<file path="config.mk">
export PLATFORM = sky130hd
export DESIGN_NAME = nearest_neighbor_downscaler_flat
export DESIGN_NICKNAME = d
export VERILOG_FILES = /design/src/rtl/core/nnds_pkg.sv /design/src/rtl/core/nnds_if.sv /design/src/rtl/core/nnds_cfg.sv /design/src/rtl/core/nnds_walk.sv /design/src/rtl/core/nnds_pipe.sv /design/src/rtl/core/nearest_neighbor_downscaler.sv /design/src/flat_wrapper.sv
export SDC_FILE = /design/constraint.sdc
export NUM_CORES = 2
export LEC_CHECK = 0
export BUFFER_PORTS_ARGS = -buffer_cell sky130_fd_sc_hd__buf_2
export CAP_MARGIN = 30
export CORE_AREA = 8 8 347 282
export CTS_CLUSTER_SIZE = 12
export DETAILED_ROUTE_END_ITERATION = 8
export DIE_AREA = 0 0 355 290
export SYNTH_ARGS = -nofsm -noshare
export SYNTH_HDL_FRONTEND = slang
export SYNTH_HIERARCHICAL = 1
export SYNTH_SLANG_ARGS = --single-unit
</file>
<file path="constraint.sdc">
create_clock -name clk_i -period 21.3 [get_ports clk_i]
set_clock_uncertainty 0.2 [all_clocks]
set_input_delay 2.13 -clock clk_i [delete_from_list [all_inputs] [get_ports clk_i]]
set_output_delay 2.13 -clock clk_i [all_outputs]
set_load 0.01 [all_outputs]
</file>
<file path="src/rtl/core/nnds_pkg.sv">
// ----------------------------------------------------------------------------
// nnds_pkg: shared definitions for the nearest-neighbour downscaler
// Widths, register indexes, reset values and the tag passed from the
// position walk to the pixel datapath.
// ----------------------------------------------------------------------------
package nnds_pkg;

  // Largest supported frame dimension in pixels.
  localparam int unsigned MAX_DIM = 4096;

  // Configuration port.
  localparam int unsigned CFG_IDX_W  = 3;
  localparam int unsigned CFG_DATA_W = 24;
  localparam int unsigned DIM_REG_W  = 13;

  // Pixel fields.
  localparam int unsigned COLOUR_W = 8;
  localparam int unsigned DEPTH_W  = 24;
  localparam int unsigned SCALE_W  = 24;

  // Depth multiply, split into two partial products on the depth sample.
  localparam int unsigned DEPTH_SPLIT = 12;
  localparam int unsigned PP_W        = DEPTH_SPLIT + SCALE_W;
  localparam int unsigned PROD_W      = DEPTH_W + SCALE_W;
  localparam int unsigned GREY_SHIFT  = 28;

  // Reset values of the configuration registers.
  localparam logic [DIM_REG_W-1:0] SRC_WIDTH_RST  = DIM_REG_W'(640);
  localparam logic [DIM_REG_W-1:0] SRC_HEIGHT_RST = DIM_REG_W'(480);
  localparam logic [DIM_REG_W-1:0] DST_WIDTH_RST  = DIM_REG_W'(640);
  localparam logic [DIM_REG_W-1:0] DST_HEIGHT_RST = DIM_REG_W'(480);
  localparam logic [SCALE_W-1:0]   DEPTH_SCALE_RST = SCALE_W'(65536);

  // Configuration register indexes.
  typedef enum logic [CFG_IDX_W-1:0] {
    REG_SRC_WIDTH   = 3'd0,
    REG_SRC_HEIGHT  = 3'd1,
    REG_DST_WIDTH   = 3'd2,
    REG_DST_HEIGHT  = 3'd3,
    REG_FORMAT_MODE = 3'd4,
    REG_DEPTH_SCALE = 3'd5
  } nnds_reg_e;

  // Per-beat decision from the position walk.
  typedef struct packed {
    logic take;   // source pixel lands on the destination grid
    logic last;   // final destination pixel of the frame
  } nnds_tag_t;

endpackage

</file>
<file path="src/rtl/core/nnds_if.sv">
// ----------------------------------------------------------------------------
// nnds_if: stream and configuration interfaces of the downscaler
// Source pixel stream, result pixel stream and register write channel.
// ----------------------------------------------------------------------------

// Source pixel stream.
interface nnds_pix_if;
  logic                           valid;
  logic                           ready;
  logic [nnds_pkg::COLOUR_W-1:0]  blue_in;
  logic [nnds_pkg::COLOUR_W-1:0]  green_in;
  logic [nnds_pkg::COLOUR_W-1:0]  red_in;
  logic [nnds_pkg::DEPTH_W-1:0]   depth_in;

  modport source (output valid, blue_in, green_in, red_in, depth_in, input ready);
  modport sink   (input valid, blue_in, green_in, red_in, depth_in, output ready);
endinterface

// Result pixel stream.
interface nnds_res_if;
  logic                           valid;
  logic                           ready;
  logic [nnds_pkg::COLOUR_W-1:0]  red_out;
  logic [nnds_pkg::COLOUR_W-1:0]  green_out;
  logic [nnds_pkg::COLOUR_W-1:0]  blue_out;
  logic                           frame_last;

  modport source (output valid, red_out, green_out, blue_out, frame_last, input ready);
  modport sink   (input valid, red_out, green_out, blue_out, frame_last, output ready);
endinterface

// Register write channel.
interface nnds_cfg_if;
  logic                            valid;
  logic                            ready;
  logic [nnds_pkg::CFG_IDX_W-1:0]  index;
  logic [nnds_pkg::CFG_DATA_W-1:0] data;

  modport source (output valid, index, data, input ready);
  modport sink   (input valid, index, data, output ready);
endinterface

</file>
<file path="src/rtl/core/nnds_cfg.sv">
// ----------------------------------------------------------------------------
// nnds_cfg: configuration registers and effective frame sizes
// Holds the six registers, clamps the sizes and flags a frame restart on
// every write to a defined register.
// ----------------------------------------------------------------------------
module nnds_cfg #(
  parameter int unsigned MaxDim = nnds_pkg::MAX_DIM,
  parameter int unsigned DimW   = $clog2(MaxDim + 1)
) (
  input  logic                         clk_i,
  input  logic                         rst_ni,
  nnds_cfg_if.sink                     cfg_i,
  output logic [DimW-1:0]              src_w_o,
  output logic [DimW-1:0]              src_h_o,
  output logic [DimW-1:0]              dst_w_o,
  output logic [DimW-1:0]              dst_h_o,
  output logic                         depth_mode_o,
  output logic [nnds_pkg::SCALE_W-1:0] depth_scale_o,
  output logic                         restart_o
);

  localparam int unsigned CmpW =
    (DimW > nnds_pkg::DIM_REG_W) ? DimW : nnds_pkg::DIM_REG_W;

  logic [nnds_pkg::DIM_REG_W-1:0] src_width_q, src_width_d;
  logic [nnds_pkg::DIM_REG_W-1:0] src_height_q, src_height_d;
  logic [nnds_pkg::DIM_REG_W-1:0] dst_width_q, dst_width_d;
  logic [nnds_pkg::DIM_REG_W-1:0] dst_height_q, dst_height_d;
  logic                           format_mode_q, format_mode_d;
  logic [nnds_pkg::SCALE_W-1:0]   depth_scale_q, depth_scale_d;
  logic                           wr_en;
  logic [CmpW-1:0]                max_c, sw_c, sh_c, dw_c, dh_c;
  logic [CmpW-1:0]                sw_eff, sh_eff, dw_eff, dh_eff;

  // The channel never stalls.
  assign cfg_i.ready = 1'b1;
  assign wr_en       = cfg_i.valid && cfg_i.ready;

  // Register write decode. An index past the list is ignored.
  always_comb begin
    src_width_d   = src_width_q;
    src_height_d  = src_height_q;
    dst_width_d   = dst_width_q;
    dst_height_d  = dst_height_q;
    format_mode_d = format_mode_q;
    depth_scale_d = depth_scale_q;
    restart_o     = 1'b0;
    if (wr_en) begin
      restart_o = 1'b1;
      unique case (nnds_pkg::nnds_reg_e'(cfg_i.index))
        nnds_pkg::REG_SRC_WIDTH:   src_width_d   = cfg_i.data[nnds_pkg::DIM_REG_W-1:0];
        nnds_pkg::REG_SRC_HEIGHT:  src_height_d  = cfg_i.data[nnds_pkg::DIM_REG_W-1:0];
        nnds_pkg::REG_DST_WIDTH:   dst_width_d   = cfg_i.data[nnds_pkg::DIM_REG_W-1:0];
        nnds_pkg::REG_DST_HEIGHT:  dst_height_d  = cfg_i.data[nnds_pkg::DIM_REG_W-1:0];
        nnds_pkg::REG_FORMAT_MODE: format_mode_d = cfg_i.data[0];
        nnds_pkg::REG_DEPTH_SCALE: depth_scale_d = cfg_i.data[nnds_pkg::SCALE_W-1:0];
        default:                   restart_o     = 1'b0;
      endcase
    end
  end

  always_ff @(posedge clk_i or negedge rst_ni) begin
    if (!rst_ni) begin
      src_width_q   <= nnds_pkg::SRC_WIDTH_RST;
      src_height_q  <= nnds_pkg::SRC_HEIGHT_RST;
      dst_width_q   <= nnds_pkg::DST_WIDTH_RST;
      dst_height_q  <= nnds_pkg::DST_HEIGHT_RST;
      format_mode_q <= 1'b0;
      depth_scale_q <= nnds_pkg::DEPTH_SCALE_RST;
    end else begin
      src_width_q   <= src_width_d;
      src_height_q  <= src_height_d;
      dst_width_q   <= dst_width_d;
      dst_height_q  <= dst_height_d;
      format_mode_q <= format_mode_d;
      depth_scale_q <= depth_scale_d;
    end
  end

  // Clamp the source sizes to 1..MaxDim and the destination sizes to
  // 1..source size.
  always_comb begin
    max_c  = CmpW'(MaxDim);
    sw_c   = CmpW'(src_width_q);
    sh_c   = CmpW'(src_height_q);
    dw_c   = CmpW'(dst_width_q);
    dh_c   = CmpW'(dst_height_q);
    sw_eff = (sw_c == '0) ? CmpW'(1) : ((sw_c > max_c) ? max_c : sw_c);
    sh_eff = (sh_c == '0) ? CmpW'(1) : ((sh_c > max_c) ? max_c : sh_c);
    dw_eff = (dw_c == '0) ? CmpW'(1) : ((dw_c > sw_eff) ? sw_eff : dw_c);
    dh_eff = (dh_c == '0) ? CmpW'(1) : ((dh_c > sh_eff) ? sh_eff : dh_c);
  end

  assign src_w_o       = sw_eff[DimW-1:0];
  assign src_h_o       = sh_eff[DimW-1:0];
  assign dst_w_o       = dw_eff[DimW-1:0];
  assign dst_h_o       = dh_eff[DimW-1:0];
  assign depth_mode_o  = format_mode_q;
  assign depth_scale_o = depth_scale_q;

endmodule

</file>
<file path="src/rtl/core/nnds_walk.sv">
// ----------------------------------------------------------------------------
// nnds_walk: source position tracker and grid selection
// Follows the raster position of the source stream and decides, by an
// integer error walk, which source pixels land on the destination grid.
// ----------------------------------------------------------------------------
module nnds_walk #(
  parameter int unsigned DimW = $clog2(nnds_pkg::MAX_DIM + 1)
) (
  input  logic                clk_i,
  input  logic                rst_ni,
  input  logic                restart_i,
  input  logic                accept_i,
  input  logic [DimW-1:0]     src_w_i,
  input  logic [DimW-1:0]     src_h_i,
  input  logic [DimW-1:0]     dst_w_i,
  input  logic [DimW-1:0]     dst_h_i,
  output nnds_pkg::nnds_tag_t tag_o
);

  // Error terms are kept relative to their start value, so that a restart
  // clears them to zero whatever the sizes.
  localparam int unsigned ErrW = DimW + 2;

  logic [DimW-1:0]        src_col_q, src_col_d;
  logic [DimW-1:0]        src_row_q, src_row_d;
  logic [DimW-1:0]        out_col_q, out_col_d;
  logic [DimW-1:0]        out_row_q, out_row_d;
  logic signed [ErrW-1:0] col_err_q, col_err_d;
  logic signed [ErrW-1:0] row_err_q, row_err_d;

  logic signed [ErrW-1:0] w_s, h_s, w2_s, h2_s, sw2_s, sh2_s;
  logic signed [ErrW-1:0] col_step, row_step;
  logic                   col_sel, row_sel, take, row_end, frame_end;

  // Sizes as signed error-walk quantities.
  assign w_s   = $signed({2'b00, dst_w_i});
  assign h_s   = $signed({2'b00, dst_h_i});
  assign w2_s  = $signed({1'b0, dst_w_i, 1'b0});
  assign h2_s  = $signed({1'b0, dst_h_i, 1'b0});
  assign sw2_s = $signed({1'b0, src_w_i, 1'b0});
  assign sh2_s = $signed({1'b0, src_h_i, 1'b0});

  // Grid selection for the current source pixel.
  assign col_sel = (out_col_q < dst_w_i) && (col_err_q >= -w_s) && (col_err_q < w_s);
  assign row_sel = (out_row_q < dst_h_i) && (row_err_q >= -h_s) && (row_err_q < h_s);
  assign take    = col_sel && row_sel;

  assign row_end   = ({1'b0, src_col_q} + (DimW+1)'(1)) >= {1'b0, src_w_i};
  assign frame_end = ({1'b0, src_row_q} + (DimW+1)'(1)) >= {1'b0, src_h_i};

  assign col_step = take ? (sw2_s - w2_s) : -w2_s;
  assign row_step = row_sel ? (sh2_s - h2_s) : -h2_s;

  assign tag_o.take = take;
  assign tag_o.last = (out_row_q == (dst_h_i - DimW'(1))) &&
                      (out_col_q == (dst_w_i - DimW'(1)));

  // Position update on each accepted beat; a register write restarts the frame.
  always_comb begin
    src_col_d = src_col_q;
    src_row_d = src_row_q;
    out_col_d = out_col_q;
    out_row_d = out_row_q;
    col_err_d = col_err_q;
    row_err_d = row_err_q;
    if (restart_i) begin
      src_col_d = '0;
      src_row_d = '0;
      out_col_d = '0;
      out_row_d = '0;
      col_err_d = '0;
      row_err_d = '0;
    end else if (accept_i) begin
      if (row_end) begin
        src_col_d = '0;
        out_col_d = '0;
        col_err_d = '0;
        if (frame_end) begin
          src_row_d = '0;
          out_row_d = '0;
          row_err_d = '0;
        end else begin
          src_row_d = src_row_q + DimW'(1);
          out_row_d = out_row_q + DimW'(row_sel);
          row_err_d = row_err_q + row_step;
        end
      end else begin
        src_col_d = src_col_q + DimW'(1);
        out_col_d = out_col_q + DimW'(take);
        col_err_d = col_err_q + col_step;
      end
    end
  end

  always_ff @(posedge clk_i or negedge rst_ni) begin
    if (!rst_ni) begin
      src_col_q <= '0;
      src_row_q <= '0;
      out_col_q <= '0;
      out_row_q <= '0;
      col_err_q <= '0;
      row_err_q <= '0;
    end else begin
      src_col_q <= src_col_d;
      src_row_q <= src_row_d;
      out_col_q <= out_col_d;
      out_row_q <= out_row_d;
      col_err_q <= col_err_d;
      row_err_q <= row_err_d;
    end
  end

`ifndef ASSERT_OFF
  // The destination column count never passes the destination width.
  assert property (@(posedge clk_i) disable iff (!rst_ni) out_col_q <= dst_w_i)
    else $error("nnds_walk: destination column beyond width");

  // The source column always stays inside the source row.
  assert property (@(posedge clk_i) disable iff (!rst_ni) src_col_q < src_w_i)
    else $error("nnds_walk: source column beyond width");

  // A register write leaves the walk at the start of a frame.
  assert property (@(posedge clk_i) disable iff (!rst_ni)
    restart_i |=> (src_col_q == '0) && (src_row_q == '0) && (out_row_q == '0))
    else $error("nnds_walk: frame not restarted after register write");

  // The row selection is stable within a source row.
  assert property (@(posedge clk_i) disable iff (!rst_ni)
    (accept_i && !restart_i && !row_end) |=> $stable(row_err_q) && $stable(out_row_q))
    else $error("nnds_walk: row state changed inside a row");
`endif

endmodule

</file>
<file path="src/rtl/core/nnds_pipe.sv">
// ----------------------------------------------------------------------------
// nnds_pipe: pixel datapath with input and result registers
// Registers the selected pixels with the depth partial products, then forms
// the RGB result in the output register.
// ----------------------------------------------------------------------------
module nnds_pipe (
  input  logic                         clk_i,
  input  logic                         rst_ni,
  nnds_pix_if.sink                     pix_i,
  nnds_res_if.source                   res_o,
  input  nnds_pkg::nnds_tag_t          tag_i,
  input  logic                         depth_mode_i,
  input  logic [nnds_pkg::SCALE_W-1:0] depth_scale_i,
  output logic                         accept_o
);

  localparam int unsigned CW = nnds_pkg::COLOUR_W;
  localparam int unsigned PW = nnds_pkg::PP_W;
  localparam int unsigned SW = nnds_pkg::PROD_W;
  localparam int unsigned DS = nnds_pkg::DEPTH_SPLIT;
  localparam int unsigned GS = nnds_pkg::GREY_SHIFT;

  logic          s1_valid_q, s1_valid_d;
  logic          s1_last_q;
  logic [CW-1:0] s1_red_q, s1_green_q, s1_blue_q;
  logic [PW-1:0] s1_pp_lo_q, s1_pp_hi_q;
  logic          out_valid_q, out_valid_d;
  logic          out_last_q;
  logic [CW-1:0] out_red_q, out_green_q, out_blue_q;

  logic          out_free, advance, load;
  logic [SW-1:0] prod;
  logic [CW-1:0] grey;

  // Handshake: the input stage moves on whenever the result register is
  // free or being emptied this cycle.
  assign out_free    = !out_valid_q || res_o.ready;
  assign advance     = s1_valid_q && out_free;
  assign pix_i.ready = !s1_valid_q || out_free;
  assign accept_o    = pix_i.valid && pix_i.ready;
  assign load        = accept_o && tag_i.take;

  assign s1_valid_d  = load ? 1'b1 : (advance ? 1'b0 : s1_valid_q);
  assign out_valid_d = advance ? 1'b1 : (res_o.ready ? 1'b0 : out_valid_q);

  always_ff @(posedge clk_i or negedge rst_ni) begin
    if (!rst_ni) begin
      s1_valid_q  <= 1'b0;
      out_valid_q <= 1'b0;
    end else begin
      s1_valid_q  <= s1_valid_d;
      out_valid_q <= out_valid_d;
    end
  end

  // Input register: colour bytes and the two depth partial products.
  always_ff @(posedge clk_i) begin
    if (load) begin
      s1_last_q  <= tag_i.last;
      s1_red_q   <= pix_i.red_in;
      s1_green_q <= pix_i.green_in;
      s1_blue_q  <= pix_i.blue_in;
      s1_pp_lo_q <= PW'(pix_i.depth_in[DS-1:0]) * PW'(depth_scale_i);
      s1_pp_hi_q <= PW'(pix_i.depth_in[nnds_pkg::DEPTH_W-1:DS]) * PW'(depth_scale_i);
    end
  end

  // Depth to grey: sum the partial products, drop the fraction, saturate.
  assign prod = (SW'(s1_pp_hi_q) << DS) + SW'(s1_pp_lo_q);
  assign grey = (|prod[SW-1:GS+CW]) ? {CW{1'b1}} : prod[GS+CW-1:GS];

  // Result register.
  always_ff @(posedge clk_i) begin
    if (advance) begin
      out_last_q  <= s1_last_q;
      out_red_q   <= depth_mode_i ? grey : s1_red_q;
      out_green_q <= depth_mode_i ? grey : s1_green_q;
      out_blue_q  <= depth_mode_i ? grey : s1_blue_q;
    end
  end

  assign res_o.valid      = out_valid_q;
  assign res_o.red_out    = out_red_q;
  assign res_o.green_out  = out_green_q;
  assign res_o.blue_out   = out_blue_q;
  assign res_o.frame_last = out_last_q;

`ifndef ASSERT_OFF
  // A held pixel in the input register is never overwritten.
  assert property (@(posedge clk_i) disable iff (!rst_ni)
    (s1_valid_q && !out_free) |-> !load)
    else $error("nnds_pipe: input register overwritten while stalled");

  // A stalled input stage keeps its pixel.
  assert property (@(posedge clk_i) disable iff (!rst_ni)
    (s1_valid_q && !out_free) |=> s1_valid_q && $stable(s1_last_q))
    else $error("nnds_pipe: stalled pixel lost");

  // A result is only produced from an occupied input stage.
  assert property (@(posedge clk_i) disable iff (!rst_ni)
    $rose(out_valid_q) |-> $past(s1_valid_q))
    else $error("nnds_pipe: result without a pixel");
`endif

endmodule

</file>
<file path="src/rtl/core/nearest_neighbor_downscaler.sv">
// ----------------------------------------------------------------------------
// nearest_neighbor_downscaler: nearest-neighbour frame downscaler
// Takes source pixels in raster order and emits the RGB pixels that fall on
// the destination grid, in colour (BGR reorder) or depth (scaled grey) mode.
// ----------------------------------------------------------------------------
//
//   Channel   Direction  Beat carries
//   cfg_i     in         register index, write data
//   pix_i     in         blue_in, green_in, red_in, depth_in
//   res_o     out        red_out, green_out, blue_out, frame_last
//
// One source beat is taken every cycle while pix_i is not stalled; a kept pixel reaches
// res_o through the input register, then the result register.
// The depth multiply is split into two partial products in the input stage
// and summed in front of the result register.
// A stall on res_o fills the input register; pix_i then stalls too.
// Reset returns the registers to their defaults and the walk to frame start;
// any write to a defined register also restarts the frame.
module nearest_neighbor_downscaler #(
  parameter int unsigned MaxDim = nnds_pkg::MAX_DIM
) (
  input  logic       clk_i,
  input  logic       rst_ni,
  nnds_cfg_if.sink   cfg_i,
  nnds_pix_if.sink   pix_i,
  nnds_res_if.source res_o
);

  localparam int unsigned DimW = $clog2(MaxDim + 1);

  logic [DimW-1:0]              src_w, src_h, dst_w, dst_h;
  logic                         depth_mode;
  logic [nnds_pkg::SCALE_W-1:0] depth_scale;
  logic                         restart;
  logic                         accept;
  nnds_pkg::nnds_tag_t          tag;

  // Register file and size clamping.
  nnds_cfg #(
    .MaxDim (MaxDim),
    .DimW   (DimW)
  ) u_cfg (
    .clk_i         (clk_i),
    .rst_ni        (rst_ni),
    .cfg_i         (cfg_i),
    .src_w_o       (src_w),
    .src_h_o       (src_h),
    .dst_w_o       (dst_w),
    .dst_h_o       (dst_h),
    .depth_mode_o  (depth_mode),
    .depth_scale_o (depth_scale),
    .restart_o     (restart)
  );

  // Raster position and grid selection.
  nnds_walk #(
    .DimW (DimW)
  ) u_walk (
    .clk_i     (clk_i),
    .rst_ni    (rst_ni),
    .restart_i (restart),
    .accept_i  (accept),
    .src_w_i   (src_w),
    .src_h_i   (src_h),
    .dst_w_i   (dst_w),
    .dst_h_i   (dst_h),
    .tag_o     (tag)
  );

  // Pixel datapath.
  nnds_pipe u_pipe (
    .clk_i         (clk_i),
    .rst_ni        (rst_ni),
    .pix_i         (pix_i),
    .res_o         (res_o),
    .tag_i         (tag),
    .depth_mode_i  (depth_mode),
    .depth_scale_i (depth_scale),
    .accept_o      (accept)
  );

endmodule

</file>
<file path="src/flat_wrapper.sv">
// flat-port wrapper written by rule: the top's interface ports become plain ports
module nearest_neighbor_downscaler_flat 
#(
  parameter int unsigned MaxDim = nnds_pkg::MAX_DIM
)
  (clk_i, rst_ni, cfg_i_valid, cfg_i_index, cfg_i_data, cfg_i_ready, pix_i_valid, pix_i_blue_in, pix_i_green_in, pix_i_red_in, pix_i_depth_in, pix_i_ready, res_o_valid, res_o_red_out, res_o_green_out, res_o_blue_out, res_o_frame_last, res_o_ready);
  nnds_cfg_if cfg_i_i ();
  nnds_pix_if pix_i_i ();
  nnds_res_if res_o_i ();
  input  logic clk_i;
  input  logic rst_ni;
  input wire logic [$bits(cfg_i_i.valid)-1:0] cfg_i_valid;
  input wire logic [$bits(cfg_i_i.index)-1:0] cfg_i_index;
  input wire logic [$bits(cfg_i_i.data)-1:0] cfg_i_data;
  output wire logic [$bits(cfg_i_i.ready)-1:0] cfg_i_ready;
  input wire logic [$bits(pix_i_i.valid)-1:0] pix_i_valid;
  input wire logic [$bits(pix_i_i.blue_in)-1:0] pix_i_blue_in;
  input wire logic [$bits(pix_i_i.green_in)-1:0] pix_i_green_in;
  input wire logic [$bits(pix_i_i.red_in)-1:0] pix_i_red_in;
  input wire logic [$bits(pix_i_i.depth_in)-1:0] pix_i_depth_in;
  output wire logic [$bits(pix_i_i.ready)-1:0] pix_i_ready;
  output wire logic [$bits(res_o_i.valid)-1:0] res_o_valid;
  output wire logic [$bits(res_o_i.red_out)-1:0] res_o_red_out;
  output wire logic [$bits(res_o_i.green_out)-1:0] res_o_green_out;
  output wire logic [$bits(res_o_i.blue_out)-1:0] res_o_blue_out;
  output wire logic [$bits(res_o_i.frame_last)-1:0] res_o_frame_last;
  input wire logic [$bits(res_o_i.ready)-1:0] res_o_ready;
  assign cfg_i_i.valid = cfg_i_valid;
  assign cfg_i_i.index = cfg_i_index;
  assign cfg_i_i.data = cfg_i_data;
  assign cfg_i_ready = cfg_i_i.ready;
  assign pix_i_i.valid = pix_i_valid;
  assign pix_i_i.blue_in = pix_i_blue_in;
  assign pix_i_i.green_in = pix_i_green_in;
  assign pix_i_i.red_in = pix_i_red_in;
  assign pix_i_i.depth_in = pix_i_depth_in;
  assign pix_i_ready = pix_i_i.ready;
  assign res_o_valid = res_o_i.valid;
  assign res_o_red_out = res_o_i.red_out;
  assign res_o_green_out = res_o_i.green_out;
  assign res_o_blue_out = res_o_i.blue_out;
  assign res_o_frame_last = res_o_i.frame_last;
  assign res_o_i.ready = res_o_ready;
  nearest_neighbor_downscaler #(.MaxDim(MaxDim)) u_core (.clk_i(clk_i), .rst_ni(rst_ni), .cfg_i(cfg_i_i), .pix_i(pix_i_i), .res_o(res_o_i));
endmodule
</file>
==> impl_summary.log <==
[metrics] count of buffers from port buffering: 106
[metrics] global-route wire length before repair: 159000 um
[metrics] Worst EP required: 21620 ps
[metrics] total routing usage reported by global routing: 19.1%
[metrics] register-to-register path setup slack: around 12000 ps
[metrics] clock transition at the register clock pins on the worst setup and hold paths after CTS: ~60 ps
[metrics] outcome: completed
[metrics] final setup vio count: 0
[metrics] post-cts sizing count: 0
[metrics] share of synthesized registers carrying an async set or reset: 59.1%
[metrics] share of layout cells above drive strength 1: around 8.2%
[metrics] Post-Synthesis Cell Area: 35600 sq um
[metrics] clock sinks: between 200 and 300
[metrics] CP peak stage delay: approximately 620 ps
[metrics] top-level I/O count: approximately 110
[metrics] CP endpoint kind: flop
[metrics] area growth from synthesis to layout: 7.95%
[metrics] top cell type's share of synthesized area: between 20 and 25%
[metrics] CTS tree: built
[metrics] biggest area consumer among synthesized cells: sky130_fd_sc_hd__fa_1
[metrics] DRT Pass-1 Iters: 6
[metrics] average wire per cell in the routed design: slightly below 20 um
[metrics] insertion delay of the later-clocked pin in the worst-skew pair: between 600 and 700 ps
[metrics] arrival time of the worst setup path: 9230 ps
[metrics] Seq cells post-synth: 269
[metrics] Post-Synthesis Cells: around 3900
[metrics] Clock H-tree levels: 1
[metrics] Max FO, Critical Path: 27
[metrics] total number of yosys warnings: 6
[metrics] Slew headroom: 43.3%
[metrics] cells taking the most area after synthesis: sky130_fd_sc_hd__fa_1, sky130_fd_sc_hd__ha_1, sky130_fd_sc_hd__dfrtp_1
[metrics] chip width: 355 um
[metrics] unrepaired setup endpoints after global routing: no
[metrics] vias per inst: approximately 5.3
[metrics] drt total wl: 100000 um
[metrics] crit path kind: reg2reg
[metrics] syn_nets: 4792
[metrics] cell with the most instances on the worst path: sky130_fd_sc_hd__ha_1
[metrics] vias post-DR: ~27000
[metrics] initial core utilization: between 30% and 40%
[metrics] Final Hold Vio Count: 0
[metrics] hold bufs inserted after CTS: 0
[metrics] timing-limited maximum frequency: 0.112 GHz
[metrics] Post-route DRC: 0
[metrics] total of max-cap violations: 0
[metrics] share of the clock period used by the worst path after layout: a little over two fifths
[metrics] Setup TNS Final: 0 ps
[metrics] number of core rows: 100
[metrics] number of antenna violations at the first check in global routing: 4
[metrics] maximum number of pins on one net before global-route repair: between 60 and 70
[metrics] buffers inserted during post-CTS setup optimization: 0
[metrics] count of nets after finishing: 4826
[metrics] Seq/Total Area, Yosys: 20.5%
[metrics] Iter 0 DRT Violations: 2045
[metrics] average footprint of a synthesized cell: a little over 9 sq um
[metrics] total grt overflow: 0
[metrics] CTS root buffer: sky130_fd_sc_hd__clkbuf_16
[metrics] Min-Delay Path Class: reg2reg
[metrics] maximum buffer depth of the clock tree: 3
[metrics] count of antenna-violating nets left after detailed routing: 0
[metrics] Die Ht: 290 um
[metrics] final weighted congestion in routability-driven placement: about 0.92
[metrics] via count of the first global-routing pass: 27200
[metrics] number of enable flip-flop cells after synthesis: 110
[metrics] full die area: around 100000 sq um
[metrics] clock period minus worst slack: a little under 9000 ps
[metrics] Synth Flop Type: sky130_fd_sc_hd__dfrtp_1
[metrics] Placeable Area: 92100 sq um
[metrics] Slowest-stage cell, CP: sky130_fd_sc_hd__o211ai_1
[metrics] post-synthesis cell type count: 102
[metrics] critical path startpoint category: flop
[metrics] total CTS buffers: 30
[metrics] slew at the pin closest to its max-slew limit: 850 ps
[metrics] number of slew-limit violations in the final report: 0
[metrics] hpwl dp: 76400 um
[logic make-up (layout without fill, tap and decap cells)]
logic type      Yosys count  in the layout  share of synthesized area [%]
simple gates           1188           1188                           15.4
fa+ha+maj               802            802                           37.5
buf+inv                 798            855                           8.62
compound gates          604            604                           11.3
flops                   269            269                           20.5
xor+xnor                167            167                           4.11
mux                      81             81                           2.54
other cells               1              3                         0.0105
[worst max-delay path: cells and delay by family, from the launching register on]
family | cells | cell delay, ps
buffers and inverters | 3 | 890
adder cells (fa/ha/maj) | 4 | 1270
AND/OR/NAND/NOR | 13 | 3250
AO/OA/AOI/OAI | 10 | 2420
XOR/XNOR | 1 | 220
flip-flops | 1 | 510
[sequential cells by signal, summed over array words and instances, names as in the netlist, 13 cells and up]
register / cells
u_core/u_walk/out_col_q: 13
u_core/u_walk/src_row_q: 13
u_core/u_walk/col_err_q: 14
u_core/u_pipe/s1_pp_hi_q: 36
u_core/u_walk/src_col_q: 13
u_core/u_cfg/dst_width_q: 13
u_core/u_cfg/src_width_q: 13
u_core/u_cfg/sh_c: 13
u_core/u_cfg/depth_scale_o: 24
u_core/u_walk/out_row_q: 13
u_core/u_pipe/s1_pp_lo_q: 24
u_core/u_walk/row_err_q: 14
u_core/u_cfg/dh_c: 13
[cells in the final DEF (no fill, tap or decap), drive strengths merged, types with 8 or more instances in the layout]
cell type  netlist  routed
a21o            57      57
nand3           55      55
o21bai          12      12
o31ai           16      16
nand4           44      44
nor3            30      30
edfxtp         110     110
xor2            61      61
clkinv           0       8
nor2           141     141
a211o            8       8
a211oi          14      14
nand2b          19      19
and3            29      29
o21a            25      25
ha             359     359
o21ai          160     160
a22o            38      38
a31oi           15      15
mux2            76      76
clkbuf         121      43
fa             443     443
inv            651     651
nor4            20      20
buf             26     149
dfrtp          146     146
dfstp           13      13
and2           161     161
o22ai           10      10
o211ai          16      16
nor2b           23      23
xnor2          106     106
a21oi          159     159
nand2          637     637
[cell type report]
type / count / area [sq um]
well taps: 1224 / 1530
inverters: 651 / 2440
flip-flops and latches: 269 / 7300
clock buffers: 43 / 840
clock inverters: 12 / 169
diodes: 2 / 5.00
repair buffers: 149 / 887
fillers: 9111 / 53700
multi-input cells: 2843 / 25300
[cell usage after synthesis (6+ instances only)]
cell	number
sky130_fd_sc_hd__buf_4	6
sky130_fd_sc_hd__nand3_1	55
sky130_fd_sc_hd__a22o_1	38
sky130_fd_sc_hd__a31oi_1	14
sky130_fd_sc_hd__o21a_1	25
sky130_fd_sc_hd__nor3_1	30
sky130_fd_sc_hd__buf_2	15
sky130_fd_sc_hd__o31ai_1	13
sky130_fd_sc_hd__a21oi_1	154
sky130_fd_sc_hd__edfxtp_1	110
sky130_fd_sc_hd__a21o_1	56
sky130_fd_sc_hd__inv_1	650
sky130_fd_sc_hd__a211oi_1	13
sky130_fd_sc_hd__nor2_1	138
sky130_fd_sc_hd__nand4_1	41
sky130_fd_sc_hd__ha_1	359
sky130_fd_sc_hd__o211ai_1	16
sky130_fd_sc_hd__clkbuf_1	121
sky130_fd_sc_hd__nand2b_1	19
sky130_fd_sc_hd__o21ai_0	104
sky130_fd_sc_hd__o21ai_1	54
sky130_fd_sc_hd__fa_1	443
sky130_fd_sc_hd__mux2_2	72
sky130_fd_sc_hd__nand2_1	636
sky130_fd_sc_hd__dfstp_2	13
sky130_fd_sc_hd__and3_1	29
sky130_fd_sc_hd__nor2b_1	23
sky130_fd_sc_hd__a211o_1	8
sky130_fd_sc_hd__a21boi_0	6
sky130_fd_sc_hd__and2_1	161
sky130_fd_sc_hd__and4_1	7
sky130_fd_sc_hd__xnor2_1	106
sky130_fd_sc_hd__xor2_1	61
sky130_fd_sc_hd__o22ai_1	9
sky130_fd_sc_hd__dfrtp_1	146
sky130_fd_sc_hd__o21bai_1	11
sky130_fd_sc_hd__nor4_1	20
[path summary, 6_finish.rpt]
kind / cells after the start / end / start
setup / recovery: 31 / u_core/u_walk/col_err_q[14] / u_core/u_cfg/src_width_q[12]
hold / removal: 0 / u_core/u_pipe/res_o.frame_last / u_core/u_pipe/s1_last_q
setup reg to reg: 31 / u_core/u_walk/col_err_q[14] / u_core/u_cfg/src_width_q[12]
hold reg to reg: 0 / u_core/u_pipe/res_o.frame_last / u_core/u_pipe/s1_last_q
max in group asynchronous: 3 / u_core/u_cfg/depth_scale_o[22] / rst_ni
min in group asynchronous: 1 / u_core/u_pipe/res_o.valid / rst_ni
[stage by stage]
stage	cell area [sq um]	instances	hold WS (ps)	setup slack [ps]	utilization, %
2_1_floorplan	35600	3910	200	13560	-
3_3_place_gp	37400	5134	257	12690	40.6
3_5_place_dp	37400	5136	258	12580	40.6
4_1_cts	38400	5191	266	12520	41.7
5_1_grt	38400	5193	263	11730	41.7
6_report	38400	5193	248	12390	41.7
[per-layer routing]
layer | global-route usage (%) | vias up | wire, um
met5 | 0.428 | - | 57
met4 | 3.98 | 2 | 1980
met3 | 4.55 | 107 | 8730
met2 | 26.9 | 973 | 40000
met1 | 29.4 | 13500 | 49400
li1 | - | 12800 | -
Power is left out: the tool's default activity adds up to more than one toggle a clock period on the data nets, which glitch-free logic cannot reach.
